**config.mk**
```make
export PLATFORM = sky130hd
export DESIGN_NAME = ct_clamp_rms_current_top_flat
export DESIGN_NICKNAME = d
export VERILOG_FILES = /design/src/design/ccrms_pkg.sv /design/src/design/ccrms_if.sv /design/src/design/ccrms_front.sv /design/src/design/ccrms_queue.sv /design/src/design/ccrms_back.sv /design/src/design/ct_clamp_rms_current_top.sv /design/src/flat_wrapper.sv
export SDC_FILE = /design/constraint.sdc
export NUM_CORES = 2
export LEC_CHECK = 0
export BUFFER_PORTS_ARGS = -buffer_cell sky130_fd_sc_hd__clkbuf_2
export CORE_MARGIN = 1
export CORE_UTILIZATION = 60
export CTS_CLUSTER_SIZE = 14
export DETAILED_ROUTE_END_ITERATION = 6
export PLACE_DENSITY = 0.77
export SLEW_MARGIN = 0
export SYNTH_ARGS = -nofsm -noshare
export SYNTH_HDL_FRONTEND = slang
export SYNTH_SLANG_ARGS = --single-unit
```
**constraint.sdc**
```tcl
create_clock -name clk -period 26.1 [get_ports clk]
set_clock_uncertainty 0.15 [all_clocks]
set_input_delay 1.305 -clock clk [delete_from_list [all_inputs] [get_ports clk]]
set_output_delay 1.305 -clock clk [all_outputs]
set_load 0.005 [all_outputs]
```
**src/design/ccrms_pkg.sv**
```systemverilog
// Shared types, constants and helpers for the CT clamp RMS current block.
package ccrms_pkg;

	localparam int COUNT_BITS    = 20;
	localparam int SUM_BITS      = COUNT_BITS + 32;
	localparam int DVS_BITS      = (COUNT_BITS > 16) ? COUNT_BITS : 16;
	localparam int SAMP_OUT_BITS = 20;
	localparam int CNT_EXT_BITS  = (COUNT_BITS > SAMP_OUT_BITS) ? COUNT_BITS : SAMP_OUT_BITS;
	localparam int ITER_BITS     = $clog2(SUM_BITS);
	localparam int QUEUE_DEPTH   = 2;
	localparam int QPTR_BITS     = $clog2(QUEUE_DEPTH);
	localparam int CFG_IDX_BITS  = 2;
	localparam int SQRT_STEPS    = 16;
	localparam int CUR_DIV_STEPS = 32;

	typedef enum logic [1:0] {
		OP_START  = 2'd0,
		OP_SAMPLE = 2'd1,
		OP_TICK   = 2'd2
	} op_t;

	typedef enum logic [CFG_IDX_BITS-1:0] {
		REG_ZERO_LEVEL = 2'd0,
		REG_BURDEN     = 2'd1,
		REG_TURNS      = 2'd2,
		REG_WINDOW     = 2'd3
	} cfg_reg_t;

	typedef struct packed {
		logic [15:0] zero_level;
		logic [15:0] burden_ohms;
		logic [15:0] ct_turns;
		logic [15:0] window_ticks;
	} cfg_regs_t;

	typedef struct packed {
		logic [SUM_BITS-1:0]   sum;
		logic [COUNT_BITS-1:0] count;
	} job_t;

	typedef enum logic [2:0] {
		BK_IDLE,
		BK_DIV_MEAN,
		BK_SQRT,
		BK_MUL,
		BK_DIV_CUR,
		BK_OUT
	} back_state_t;

	// Clip the sample count to the 20-bit output field.
	function automatic logic [SAMP_OUT_BITS-1:0] sat_samples(logic [COUNT_BITS-1:0] c);
		logic [CNT_EXT_BITS-1:0] ext;
		logic [CNT_EXT_BITS-1:0] lim;
		ext = CNT_EXT_BITS'(c);
		lim = CNT_EXT_BITS'({SAMP_OUT_BITS{1'b1}});
		if (ext > lim) begin
			return {SAMP_OUT_BITS{1'b1}};
		end
		return ext[SAMP_OUT_BITS-1:0];
	endfunction

endpackage

```
**src/design/ccrms_if.sv**
```systemverilog
// Handshake channels of the CT clamp RMS current block.
interface ccrms_item_if;
	logic        valid;
	logic        ready;
	logic [1:0]  op;
	logic [15:0] sample_value;
	logic        sample_valid;

	modport source (output valid, op, sample_value, sample_valid, input ready);
	modport sink   (input valid, op, sample_value, sample_valid, output ready);
endinterface

interface ccrms_result_if;
	logic        valid;
	logic        ready;
	logic [31:0] current_amps;
	logic [15:0] rms_volts;
	logic [19:0] samples_used;
	logic        empty_window;

	modport source (output valid, current_amps, rms_volts, samples_used, empty_window,
		input ready);
	modport sink   (input valid, current_amps, rms_volts, samples_used, empty_window,
		output ready);
endinterface

interface ccrms_cfg_if;
	logic        valid;
	logic        ready;
	logic [1:0]  index;
	logic [15:0] data;

	modport source (output valid, index, data, input ready);
	modport sink   (input valid, index, data, output ready);
endinterface

```
**src/design/ccrms_front.sv**
```systemverilog
// Front end: window control, offset removal, squaring and accumulation.
module ccrms_front import ccrms_pkg::*; (
	input  logic       clk,
	input  logic       arst_n,
	input  cfg_regs_t  cfg,
	ccrms_item_if.sink item,
	output job_t       job,
	output logic       job_valid,
	input  logic       job_ready
);

	logic                  open_q;
	logic [15:0]           ticks_q;
	logic [COUNT_BITS-1:0] count_q;
	logic [SUM_BITS-1:0]   sum_q;
	logic [31:0]           sq_s1;
	logic                  pend_s1;

	logic                  accept;
	logic                  is_start;
	logic                  take_sample;
	logic                  is_tick;
	logic                  closing;
	logic [15:0]           diff;
	logic [SUM_BITS-1:0]   sum_full;

	assign item.ready = job_ready;
	assign accept     = item.valid && item.ready;

	always_comb begin
		is_start    = 1'b0;
		take_sample = 1'b0;
		is_tick     = 1'b0;
		case (item.op)
			OP_START:  is_start = accept;
			OP_SAMPLE: take_sample = accept && open_q && item.sample_valid && !(&count_q);
			OP_TICK:   is_tick = accept && open_q;
			default:   ;
		endcase
	end

	assign closing = is_tick && (ticks_q <= 16'd1);

	assign diff = (item.sample_value >= cfg.zero_level) ?
		(item.sample_value - cfg.zero_level) : (cfg.zero_level - item.sample_value);

	// square of the previous sample is still in flight: fold it in here
	assign sum_full = sum_q + (pend_s1 ? SUM_BITS'(sq_s1) : '0);

	assign job_valid = closing;
	assign job.sum   = sum_full;
	assign job.count = count_q;

	always_ff @(posedge clk) begin
		sq_s1 <= 32'(diff) * 32'(diff);
	end

	always_ff @(posedge clk or negedge arst_n) begin
		if (!arst_n) begin
			open_q  <= 1'b0;
			ticks_q <= '0;
			count_q <= '0;
			sum_q   <= '0;
			pend_s1 <= 1'b0;
		end else begin
			pend_s1 <= take_sample;
			if (is_start) begin
				open_q  <= 1'b1;
				ticks_q <= cfg.window_ticks;
				count_q <= '0;
				sum_q   <= '0;
			end else begin
				sum_q <= sum_full;
				if (take_sample) begin
					count_q <= count_q + 1'b1;
				end
				if (closing) begin
					open_q  <= 1'b0;
					ticks_q <= '0;
				end else if (is_tick) begin
					ticks_q <= ticks_q - 16'd1;
				end
			end
		end
	end

endmodule

```
**src/design/ccrms_queue.sv**
```systemverilog
// Two-entry queue of closed windows between the front and back ends.
module ccrms_queue import ccrms_pkg::*; (
	input  logic clk,
	input  logic arst_n,
	input  job_t push_data,
	input  logic push_valid,
	output logic push_ready,
	output job_t pop_data,
	output logic pop_valid,
	input  logic pop_ready
);

	job_t                 mem [QUEUE_DEPTH];
	logic [QPTR_BITS-1:0] wptr_q;
	logic [QPTR_BITS-1:0] rptr_q;
	logic [QPTR_BITS:0]   level_q;
	logic                 push;
	logic                 pop;

	assign push_ready = level_q != (QPTR_BITS+1)'(QUEUE_DEPTH);
	assign pop_valid  = level_q != '0;
	assign pop_data   = mem[rptr_q];
	assign push       = push_valid && push_ready;
	assign pop        = pop_valid && pop_ready;

	always_ff @(posedge clk) begin
		if (push) begin
			mem[wptr_q] <= push_data;
		end
	end

	always_ff @(posedge clk or negedge arst_n) begin
		if (!arst_n) begin
			wptr_q  <= '0;
			rptr_q  <= '0;
			level_q <= '0;
		end else begin
			if (push) begin
				wptr_q <= wptr_q + 1'b1;
			end
			if (pop) begin
				rptr_q <= rptr_q + 1'b1;
			end
			case ({push, pop})
				2'b10:   level_q <= level_q + 1'b1;
				2'b01:   level_q <= level_q - 1'b1;
				default: ;
			endcase
		end
	end

endmodule

```
**src/design/ccrms_back.sv**
```systemverilog
// Back end: mean by bit-serial division, integer root, scaling to amps.
module ccrms_back import ccrms_pkg::*; (
	input  logic            clk,
	input  logic            arst_n,
	input  cfg_regs_t       cfg,
	input  job_t            job,
	input  logic            job_valid,
	output logic            job_ready,
	ccrms_result_if.source  result
);

	back_state_t state_q, state_d;

	logic [SUM_BITS-1:0]      num_q;
	logic [DVS_BITS-1:0]      rem_q;
	logic [SUM_BITS-1:0]      quo_q;
	logic [DVS_BITS-1:0]      dvs_q;
	logic [ITER_BITS-1:0]     iter_q;
	logic [31:0]              rad_q;
	logic [17:0]              srem_q;
	logic [15:0]              root_q;
	logic [31:0]              cur_q;
	logic [15:0]              rms_q;
	logic [SAMP_OUT_BITS-1:0] samples_q;
	logic                     empty_q;

	// divider step
	logic [DVS_BITS:0]        rem_sh;
	logic                     dge;
	logic [DVS_BITS:0]        rem_nx;
	logic [SUM_BITS-1:0]      quo_nx;
	logic [31:0]              mean_sat;
	// root step
	logic [19:0]              srem_sh;
	logic [19:0]              trial;
	logic                     sge;
	logic [19:0]              srem_nx;
	logic [15:0]              root_nx;
	logic                     iter_done;

	assign rem_sh = {rem_q, num_q[SUM_BITS-1]};
	assign dge    = rem_sh >= {1'b0, dvs_q};
	assign rem_nx = dge ? (rem_sh - {1'b0, dvs_q}) : rem_sh;
	assign quo_nx = {quo_q[SUM_BITS-2:0], dge};
	assign mean_sat = (|quo_nx[SUM_BITS-1:32]) ? 32'hFFFF_FFFF : quo_nx[31:0];

	assign srem_sh = {srem_q, rad_q[31:30]};
	assign trial   = {2'b00, root_q, 2'b01};
	assign sge     = srem_sh >= trial;
	assign srem_nx = sge ? (srem_sh - trial) : srem_sh;
	assign root_nx = {root_q[14:0], sge};

	assign iter_done = iter_q == '0;

	always_ff @(posedge clk or negedge arst_n) begin
		if (!arst_n) begin
			state_q <= BK_IDLE;
		end else begin
			state_q <= state_d;
		end
	end

	always_comb begin
		state_d      = state_q;
		job_ready    = 1'b0;
		result.valid = 1'b0;
		unique case (state_q)
			BK_IDLE: begin
				job_ready = 1'b1;
				if (job_valid) begin
					state_d = (job.count == '0) ? BK_OUT : BK_DIV_MEAN;
				end
			end
			BK_DIV_MEAN: if (iter_done) state_d = BK_SQRT;
			BK_SQRT:     if (iter_done) state_d = BK_MUL;
			BK_MUL:      state_d = (cfg.burden_ohms == '0) ? BK_OUT : BK_DIV_CUR;
			BK_DIV_CUR:  if (iter_done) state_d = BK_OUT;
			BK_OUT: begin
				result.valid = 1'b1;
				if (result.ready) begin
					state_d = BK_IDLE;
				end
			end
			default: state_d = BK_IDLE;
		endcase
	end

	always_ff @(posedge clk) begin
		case (state_q)
			BK_IDLE: begin
				num_q     <= job.sum;
				dvs_q     <= DVS_BITS'(job.count);
				rem_q     <= '0;
				quo_q     <= '0;
				iter_q    <= ITER_BITS'(SUM_BITS - 1);
				empty_q   <= job.count == '0;
				samples_q <= sat_samples(job.count);
				cur_q     <= '0;
				rms_q     <= '0;
			end
			BK_DIV_MEAN: begin
				num_q  <= num_q << 1;
				rem_q  <= rem_nx[DVS_BITS-1:0];
				quo_q  <= quo_nx;
				if (iter_done) begin
					rad_q  <= mean_sat;
					srem_q <= '0;
					root_q <= '0;
					iter_q <= ITER_BITS'(SQRT_STEPS - 1);
				end else begin
					iter_q <= iter_q - 1'b1;
				end
			end
			BK_SQRT: begin
				rad_q  <= rad_q << 2;
				srem_q <= srem_nx[17:0];
				root_q <= root_nx;
				iter_q <= iter_q - 1'b1;
				if (iter_done) begin
					rms_q <= root_nx;
				end
			end
			BK_MUL: begin
				// product lands in the top 32 bits so only 32 steps are needed
				num_q  <= SUM_BITS'(32'(rms_q) * 32'(cfg.ct_turns)) << (SUM_BITS - 32);
				dvs_q  <= DVS_BITS'(cfg.burden_ohms);
				rem_q  <= '0;
				quo_q  <= '0;
				iter_q <= ITER_BITS'(CUR_DIV_STEPS - 1);
				cur_q  <= 32'hFFFF_FFFF;
			end
			BK_DIV_CUR: begin
				num_q  <= num_q << 1;
				rem_q  <= rem_nx[DVS_BITS-1:0];
				quo_q  <= quo_nx;
				iter_q <= iter_q - 1'b1;
				if (iter_done) begin
					cur_q <= quo_nx[31:0];
				end
			end
			default: ;
		endcase
	end

	assign result.current_amps = cur_q;
	assign result.rms_volts    = rms_q;
	assign result.samples_used = samples_q;
	assign result.empty_window = empty_q;

endmodule

```
**src/design/ct_clamp_rms_current_top.sv**
```systemverilog
// Top level of the CT clamp RMS current measurement block.
//
// Channels: item (sink) carries op, sample_value and sample_valid; result
// (source) carries one transaction per closed window; cfg (sink) writes the
// four registers by index: zero level, burden ohms, turns ratio, window ticks.
// cfg.ready is always high; write only while the block is idle.
//
// The front end accepts item transactions whenever item.ready is high:
// start, sample and tick may arrive back to back. A sample's square is
// registered and added in the next cycle; the closing tick picks it up directly.
// The closing tick pushes {sum, count} into a two-entry queue. The back end
// works one window at a time: a one-bit-per-cycle divider (COUNT_BITS+32
// steps) for the mean, 16 root steps, one multiply, and 32 more divider
// steps for the burden (skipped when the burden is zero). An empty window
// skips the arithmetic and goes straight from idle to output.
// When result.ready is low the result holds in its output register; the
// front keeps accepting items until the queue fills, then item.ready drops
// only at that point.
// Reset clears the window, count, sum, queue and back end, and loads the
// register defaults (27034, 22, 2000, 200).
module ct_clamp_rms_current_top import ccrms_pkg::*; (
	input  logic           clk,
	input  logic           arst_n,
	ccrms_item_if.sink     item,
	ccrms_result_if.source result,
	ccrms_cfg_if.sink      cfg
);

	cfg_regs_t regs_q;
	job_t      fr_job;
	logic      fr_valid;
	logic      fr_ready;
	job_t      bk_job;
	logic      bk_valid;
	logic      bk_ready;

	// register file: writes are registered directly, never stalled
	assign cfg.ready = 1'b1;

	always_ff @(posedge clk or negedge arst_n) begin
		if (!arst_n) begin
			regs_q.zero_level   <= 16'd27034;
			regs_q.burden_ohms  <= 16'd22;
			regs_q.ct_turns     <= 16'd2000;
			regs_q.window_ticks <= 16'd200;
		end else if (cfg.valid) begin
			unique case (cfg_reg_t'(cfg.index))
				REG_ZERO_LEVEL: regs_q.zero_level   <= cfg.data;
				REG_BURDEN:     regs_q.burden_ohms  <= cfg.data;
				REG_TURNS:      regs_q.ct_turns     <= cfg.data;
				REG_WINDOW:     regs_q.window_ticks <= cfg.data;
			endcase
		end
	end

	ccrms_front u_front (
		.clk       (clk),
		.arst_n    (arst_n),
		.cfg       (regs_q),
		.item      (item),
		.job       (fr_job),
		.job_valid (fr_valid),
		.job_ready (fr_ready)
	);

	ccrms_queue u_queue (
		.clk        (clk),
		.arst_n     (arst_n),
		.push_data  (fr_job),
		.push_valid (fr_valid),
		.push_ready (fr_ready),
		.pop_data   (bk_job),
		.pop_valid  (bk_valid),
		.pop_ready  (bk_ready)
	);

	ccrms_back u_back (
		.clk       (clk),
		.arst_n    (arst_n),
		.cfg       (regs_q),
		.job       (bk_job),
		.job_valid (bk_valid),
		.job_ready (bk_ready),
		.result    (result)
	);

endmodule

```
**src/flat_wrapper.sv**
```systemverilog
// flat-port wrapper written by rule: the top's interface ports become plain ports
module ct_clamp_rms_current_top_flat import ccrms_pkg::*;
  (clk, arst_n, item_valid, item_op, item_sample_value, item_sample_valid, item_ready, result_valid, result_current_amps, result_rms_volts, result_samples_used, result_empty_window, result_ready, cfg_valid, cfg_index, cfg_data, cfg_ready);
  ccrms_item_if item_i ();
  ccrms_result_if result_i ();
  ccrms_cfg_if cfg_i ();
  input  logic clk;
  input  logic arst_n;
  input wire logic [$bits(item_i.valid)-1:0] item_valid;
  input wire logic [$bits(item_i.op)-1:0] item_op;
  input wire logic [$bits(item_i.sample_value)-1:0] item_sample_value;
  input wire logic [$bits(item_i.sample_valid)-1:0] item_sample_valid;
  output wire logic [$bits(item_i.ready)-1:0] item_ready;
  output wire logic [$bits(result_i.valid)-1:0] result_valid;
  output wire logic [$bits(result_i.current_amps)-1:0] result_current_amps;
  output wire logic [$bits(result_i.rms_volts)-1:0] result_rms_volts;
  output wire logic [$bits(result_i.samples_used)-1:0] result_samples_used;
  output wire logic [$bits(result_i.empty_window)-1:0] result_empty_window;
  input wire logic [$bits(result_i.ready)-1:0] result_ready;
  input wire logic [$bits(cfg_i.valid)-1:0] cfg_valid;
  input wire logic [$bits(cfg_i.index)-1:0] cfg_index;
  input wire logic [$bits(cfg_i.data)-1:0] cfg_data;
  output wire logic [$bits(cfg_i.ready)-1:0] cfg_ready;
  assign item_i.valid = item_valid;
  assign item_i.op = item_op;
  assign item_i.sample_value = item_sample_value;
  assign item_i.sample_valid = item_sample_valid;
  assign item_ready = item_i.ready;
  assign result_valid = result_i.valid;
  assign result_current_amps = result_i.current_amps;
  assign result_rms_volts = result_i.rms_volts;
  assign result_samples_used = result_i.samples_used;
  assign result_empty_window = result_i.empty_window;
  assign result_i.ready = result_ready;
  assign cfg_i.valid = cfg_valid;
  assign cfg_i.index = cfg_index;
  assign cfg_i.data = cfg_data;
  assign cfg_ready = cfg_i.ready;
  ct_clamp_rms_current_top u_core (.clk(clk), .arst_n(arst_n), .item(item_i), .result(result_i), .cfg(cfg_i));
endmodule
```
### Yosys cells after proc, flatten, opt, wreduce, memory -nomap -nowiden

Memories as Yosys holds them, arrays and structs flattened.
Index checks and enable logic that the tools add are counted.

* $add $sub $neg: 12
* multiply operators: 2
* div/mod/pow operators: 0
* order comparisons: 5
* eq/ne operators: 18
* shift-type cells: 0
* mux-type cells: 49
* bitwise gates (word level): 0
* reductions and logical operators: 39

Operator list (number)
* $pmux 52 s3: 1
* $mux 32: 4
* $pmux 51 s2: 1
* $mux 20: 5
* $mux 16: 6
* $pmux 32 s3: 1
* $pmux 20 s2: 2
* $mul 16x16->32: 2
* $pmux 16 s2: 2
* $pmux 32 s2: 1
* $add 52x32->52: 1
* $mux 52: 1
* $mux 18: 2
* $pmux 18 s2: 1
* $sub 16x16->16: 2
* $pmux 6 s4: 1
* $ge 21x20->1: 1
* $add 20x1->20 const B: 1
* $ge 20x18->1: 1
* $gt 20x20->1 const B: 1
* $logic_not 20->1: 1
* $reduce_and 20->1: 1
* $reduce_or 20->1: 1
* $sub 20x20->20: 1
* other kinds (32): 84

* register bits after elaboration: 477
* latch bits: 0
* bits in writable memories: 144
* ROM bits: 0
* output and inout bits: 72
* logic and storage cells: 152
* memories: 1

Memories
* u_core.u_queue.mem: words 2, width 72, read ports 1, clocked after Yosys merged registers in 0, write ports 1, RTL line ccrms_queue.sv:13 `job_t mem [QUEUE_DEPTH];`

### Longest topological paths before layout

* word-level depth: 8
* mapped depth: 38
* mapped depth without buffers: 37

### Cells and area by module

From an unflattened synthesis, not the netlist that was laid out.

* cells, all modules: 4342
* area total of the unflattened synthesis: 45967.8 um^2

Modules (own cells, without submodules)
* ccrms_back: instances 1, cells an instance 2238, area each 22505.3 um^2
* ccrms_front: instances 1, cells an instance 1725, area each 15336.0 um^2
* ccrms_queue: instances 1, cells an instance 241, area each 5679.2 um^2
* ct_clamp_rms_current_top: instances 1, cells an instance 138, area each 2447.3 um^2

### Worst setup path after synthesis

No wires, ideal clock.

* path type: in2reg
* start point: input item_sample_value[0]
* end point: register u_core.u_front.sq_s1[28]
* library setup time: 0.123 ns
* arrival time: 8.997 ns
* required time: 25.827 ns
* setup slack: 16.830 ns
* stages on the path: 38
* buffers on the path: 1
* cell sequence: inv_1 > ha_1 > inv_1 > fa_1 > a21o_1 > a2111oi_4 > o21ba_1 > o21ai_2 > mux2_2 > o21ai_2 > a21oi_1 > o21ai_1 > xnor2_1 > buf_2 > nor2_1 > fa_1 > inv_1 > fa_1 > [... 2 more ...] > inv_1 > fa_1 > inv_1 > fa_1 > inv_1 > fa_1 > inv_1 > ha_1 > a21o_1 > a21o_1 > a21o_1 > a21o_1 > a31oi_1 > o31a_1 > nor2_1 > a2111oi_0 > o21bai_1 > xor2_1

* longest elaborated chain between the ends: 3
* elaborated cells on any way between the ends: 5

Ends and longest elaborated chain
* start: declaration: RTL line flat_wrapper.sv:11 `input wire logic [$bits(item_i.sample_value)-1:0] item_sample_value;`
* $sub 16x16->16 or $ge 16x16->1 (tied branches): RTL line ccrms_front.sv:45, ccrms_front.sv:44
* $mux 16 *: RTL line ccrms_front.sv:44 `assign diff = (item.sample_value >= cfg.zero_level) ?`
* $mul 16x16->32 *: RTL line ccrms_front.sv:55 `sq_s1 <= 32'(diff) * 32'(diff);`
* end signal: assignment: RTL line ccrms_front.sv:55
* end: declaration: RTL line ccrms_front.sv:16 `logic [31:0] sq_s1;`

Every way passes the cells marked *; elsewhere a longest branch is shown, timed or not.
A chain may end at the register's enable or synchronous reset.

### Final worst setup path

Ends and elaborated chain as after synthesis.

==> flow_metrics.py <==
metrics = {
    "clock_network": {
        "clock_path_buffers": 3,
        "hold_buffers": 0,
        "cts_inserted_buffers": 66,
        "postCtsSetupBuffers": 0,
        "cts-root-buf": "clkbuf_16",
        "cts_resized": 0,
        "cts_tree": "yes",
        "clkLatencyLatePin_ns": 0.60,
        "htreeDepth": 3,
        "cts_sinks": 620,
        "clk_pin_slew_worst_paths_ns": 0.06,
    },
    "yosys": {
        "yosysTopAreaCell": "edfxtp_1",
        "netlist_instances": 4289,
        "synth-edff-count": 428,
        "synth_area_mm2": 0.0449,
        "synth_flop_cell": "edfxtp_1",
        "yosysMostFrequentCell": "inv_1",
        "async_flop_share_pct": 26.0,
        "synth_area_per_cell_um2": 10.5,
        "ys_ff_latch": 620,
        "ys_seq_area_share_pct": 39.0,
        "syn-num-nets": 5003,
        "synth_common_cells": "inv_1, edfxtp_1, nand2_1",
        "yosys_warnings": 0,
        "synthDistinctLibCells": 95,
        "synth_top_cell_area_share_pct": 28.6,
        "synth_area_leaders": "edfxtp_1, fa_1, ha_1, dfrtp_1, inv_1",
    },
    "setup_path": {
        "crit_required_ns": 26.43,
        "arrival_ns": 10.06,
        "crit_buf_inv": 12,
        "endpoint_kind": "flip-flop",
        "start_kind": "input pin",
        "critPathKind": "input pin to flip-flop",
        "slowest_delay_ns": 0.73,
        "cpMostUsedCell": "inv_1",
        "critPathTopFamily": "adder cells",
        "crit_path_max_fanout": 22,
        "cp_slowest_cell": "xnor2_1",
    },
    "die": {
        "chipWidth_um": 276,
        "fp.dieH_um": 276,
        "fp.coreArea_mm2": 0.0736,
        "ioPinCount": 114,
        "rows": 99,
        "initial_core_util_pct": 61.1,
        "die_area_mm2": 0.0760,
    },
    "cells_and_area": {
        "seqCellArea_mm2": 0.0175,
        "layout-drive-gt1-share_pct": 9.14,
        "multi_input_area_mm2": 0.0245,
        "areaGrowthSynthToFinish_pct": 8.21,
        "fin_area_mm2": 0.0486,
        "fin_cells": 5345,
        "nets": 5047,
        "fill_cells": 5607,
    },
    "detailed_routing": {
        "avgViaCountPerCell": 5.83,
        "drtIter0Drc": 2374,
        "drcViolationCount": 0,
        "drt-total-wl_um": 105000,
        "via_count": 31183,
        "dr.pass1.iters": 6,
        "wl_per_cell_um": 19.6,
        "ant_nets": 0,
    },
    "timing": {
        "tns_ns": 0,
        "slew_violations": 0,
        "hold_slack_ns": 0.339,
        "grt_setup_unrepaired": "no",
        "tightest_slew_ns": 1.04,
        "finalSetupViolations": 0,
        "finalHoldViolations": 0,
        "max_freq_mhz": 103,
        "period_minus_slack_ns": 9.73,
        "fin_crit_sh_pct": 37.3,
        "relSlewSlack_pct": 30.4,
    },
    "placement": {
        "place_area_mm2": 0.0463,
        "portBuffers": 112,
        "dp_cells": 5224,
        "gpl.final_weighted_congestion": 0.942,
        "hpwlAfterDp_um": 78100,
    },
    "run": {
        "cap_violations": 0,
    },
    "grt": {
        "grt_overflow_total": 0,
        "grt_antenna_before_repair": 2,
        "grt_start_max_net_pins": 88,
        "grt_pass1_wl_um": 168000,
        "grt_usage_pct": 28.2,
        "grt_pass1_vias": 31192,
    },
    "outcome": {
        "outcome": "completed",
    },
    "hold_path": {
        "min_path_type": "flip-flop to flip-flop",
    },
}
-- cell type report --
class / instances / share of cell area, %
clock buffers: 91 / 3.91
flip-flops and latches: 620 / 36.1
diodes: 1 / 0.00515
clock inverters: 29 / 0.759
multi-input cells: 2901 / 50.5
inverters: 595 / 4.59
repair buffers: 149 / 1.74
well taps: 959 / 2.47
-- cell usage in the layout (no fill, tap or decap), types with 37 or more instances in the layout --
cell       instances
inv_1            587
edfxtp_1         428
nand2_1          391
nor2_1           387
fa_1             360
ha_1             312
a21oi_1          186
and2_1           172
dfrtp_1          140
o21ai_0          138
clkbuf_2         111
mux2i_1          107
a21o_1            95
xnor2_1           94
xor2_1            79
clkbuf_16         69
mux2_2            57
nor2b_1           44
nand3_1           42
nor3_1            37
buf_4             37
-- cell families after synthesis --
group,share of synthesized area [%]
multiplexers,3.87
flip-flops,39.0
adder cells (fa/ha/maj),24.7
XOR/XNOR,3.55
AO/OA/AOI/OAI,9.50
other,0.00835
AND/OR/NAND/NOR,12.8
buffers and inverters,6.56
-- registers in the layout, summed over array words and instances (netlist names), 18 cells and up --
register                           count
u_core.u_front.sq_s1                  31
u_core.u_back.srem_q                  18
u_core.u_back.result.current_amps     32
u_core.u_back.dvs_q                   20
u_core.u_back.rem_q                   20
u_core.u_queue.mem                   144
u_core.u_back.result.samples_used     20
u_core.u_back.num_q                   52
u_core.u_back.rad_q                   32
u_core.u_back.quo_q                   51
u_core.u_front.count_q                20
u_core.regs_q                         64
u_core.u_front.sum_q                  52
-- metrics by stage --
stage / utilization (%) / setup slack (ns)
after detailed placement: 63.0 / 15.80
final: 66.1 / 16.37
after global routing: 66.1 / 15.88
after CTS: 66.1 / 16.43
after floorplan: - / 16.83
after global placement: 63.0 / 15.93
-- worst reg2reg max path: cells and delay by family, from the launching register on --
kind | cells | cell delay (ns)
AOI/OAI and AO/OA | 14 | 2.69
DFF | 1 | 0.57
xor gates and xnor gates | 2 | 0.88
buffers and inverters | 10 | 0.99
adders and majority gates | 8 | 3.77
and+or+nand+nor | 2 | 0.24
-- final timing paths --
path	startpoint	to	slack [ns]	cells after the start
min in group asynchronous	arst_n	u_core.u_front.sum_q[4]	0.58	1
max in group asynchronous	arst_n	u_core.regs_q[54]	23.59	2
max	item_sample_value[0]	u_core.u_front.sq_s1[28]	16.37	39
min reg2reg	u_core.regs_q[1]	u_core.u_front.ticks_q[1]	0.34	2
min	u_core.regs_q[1]	u_core.u_front.ticks_q[1]	0.34	2
max reg2reg	u_core.regs_q[49]	u_core.u_front.sq_s1[28]	16.70	36
-- layer usage --
metal	share of wire [%]	vias up	GRT usage [%]
li1	-	14387	-
met1	42	15692	38.0
met2	49	921	47.7
met3	5.9	179	3.47
met4	2.6	4	8.74
met5	0.029	-	0
Power is not shown: default switching activity piles up to over one toggle a cycle in this logic, so the estimate is an artifact.
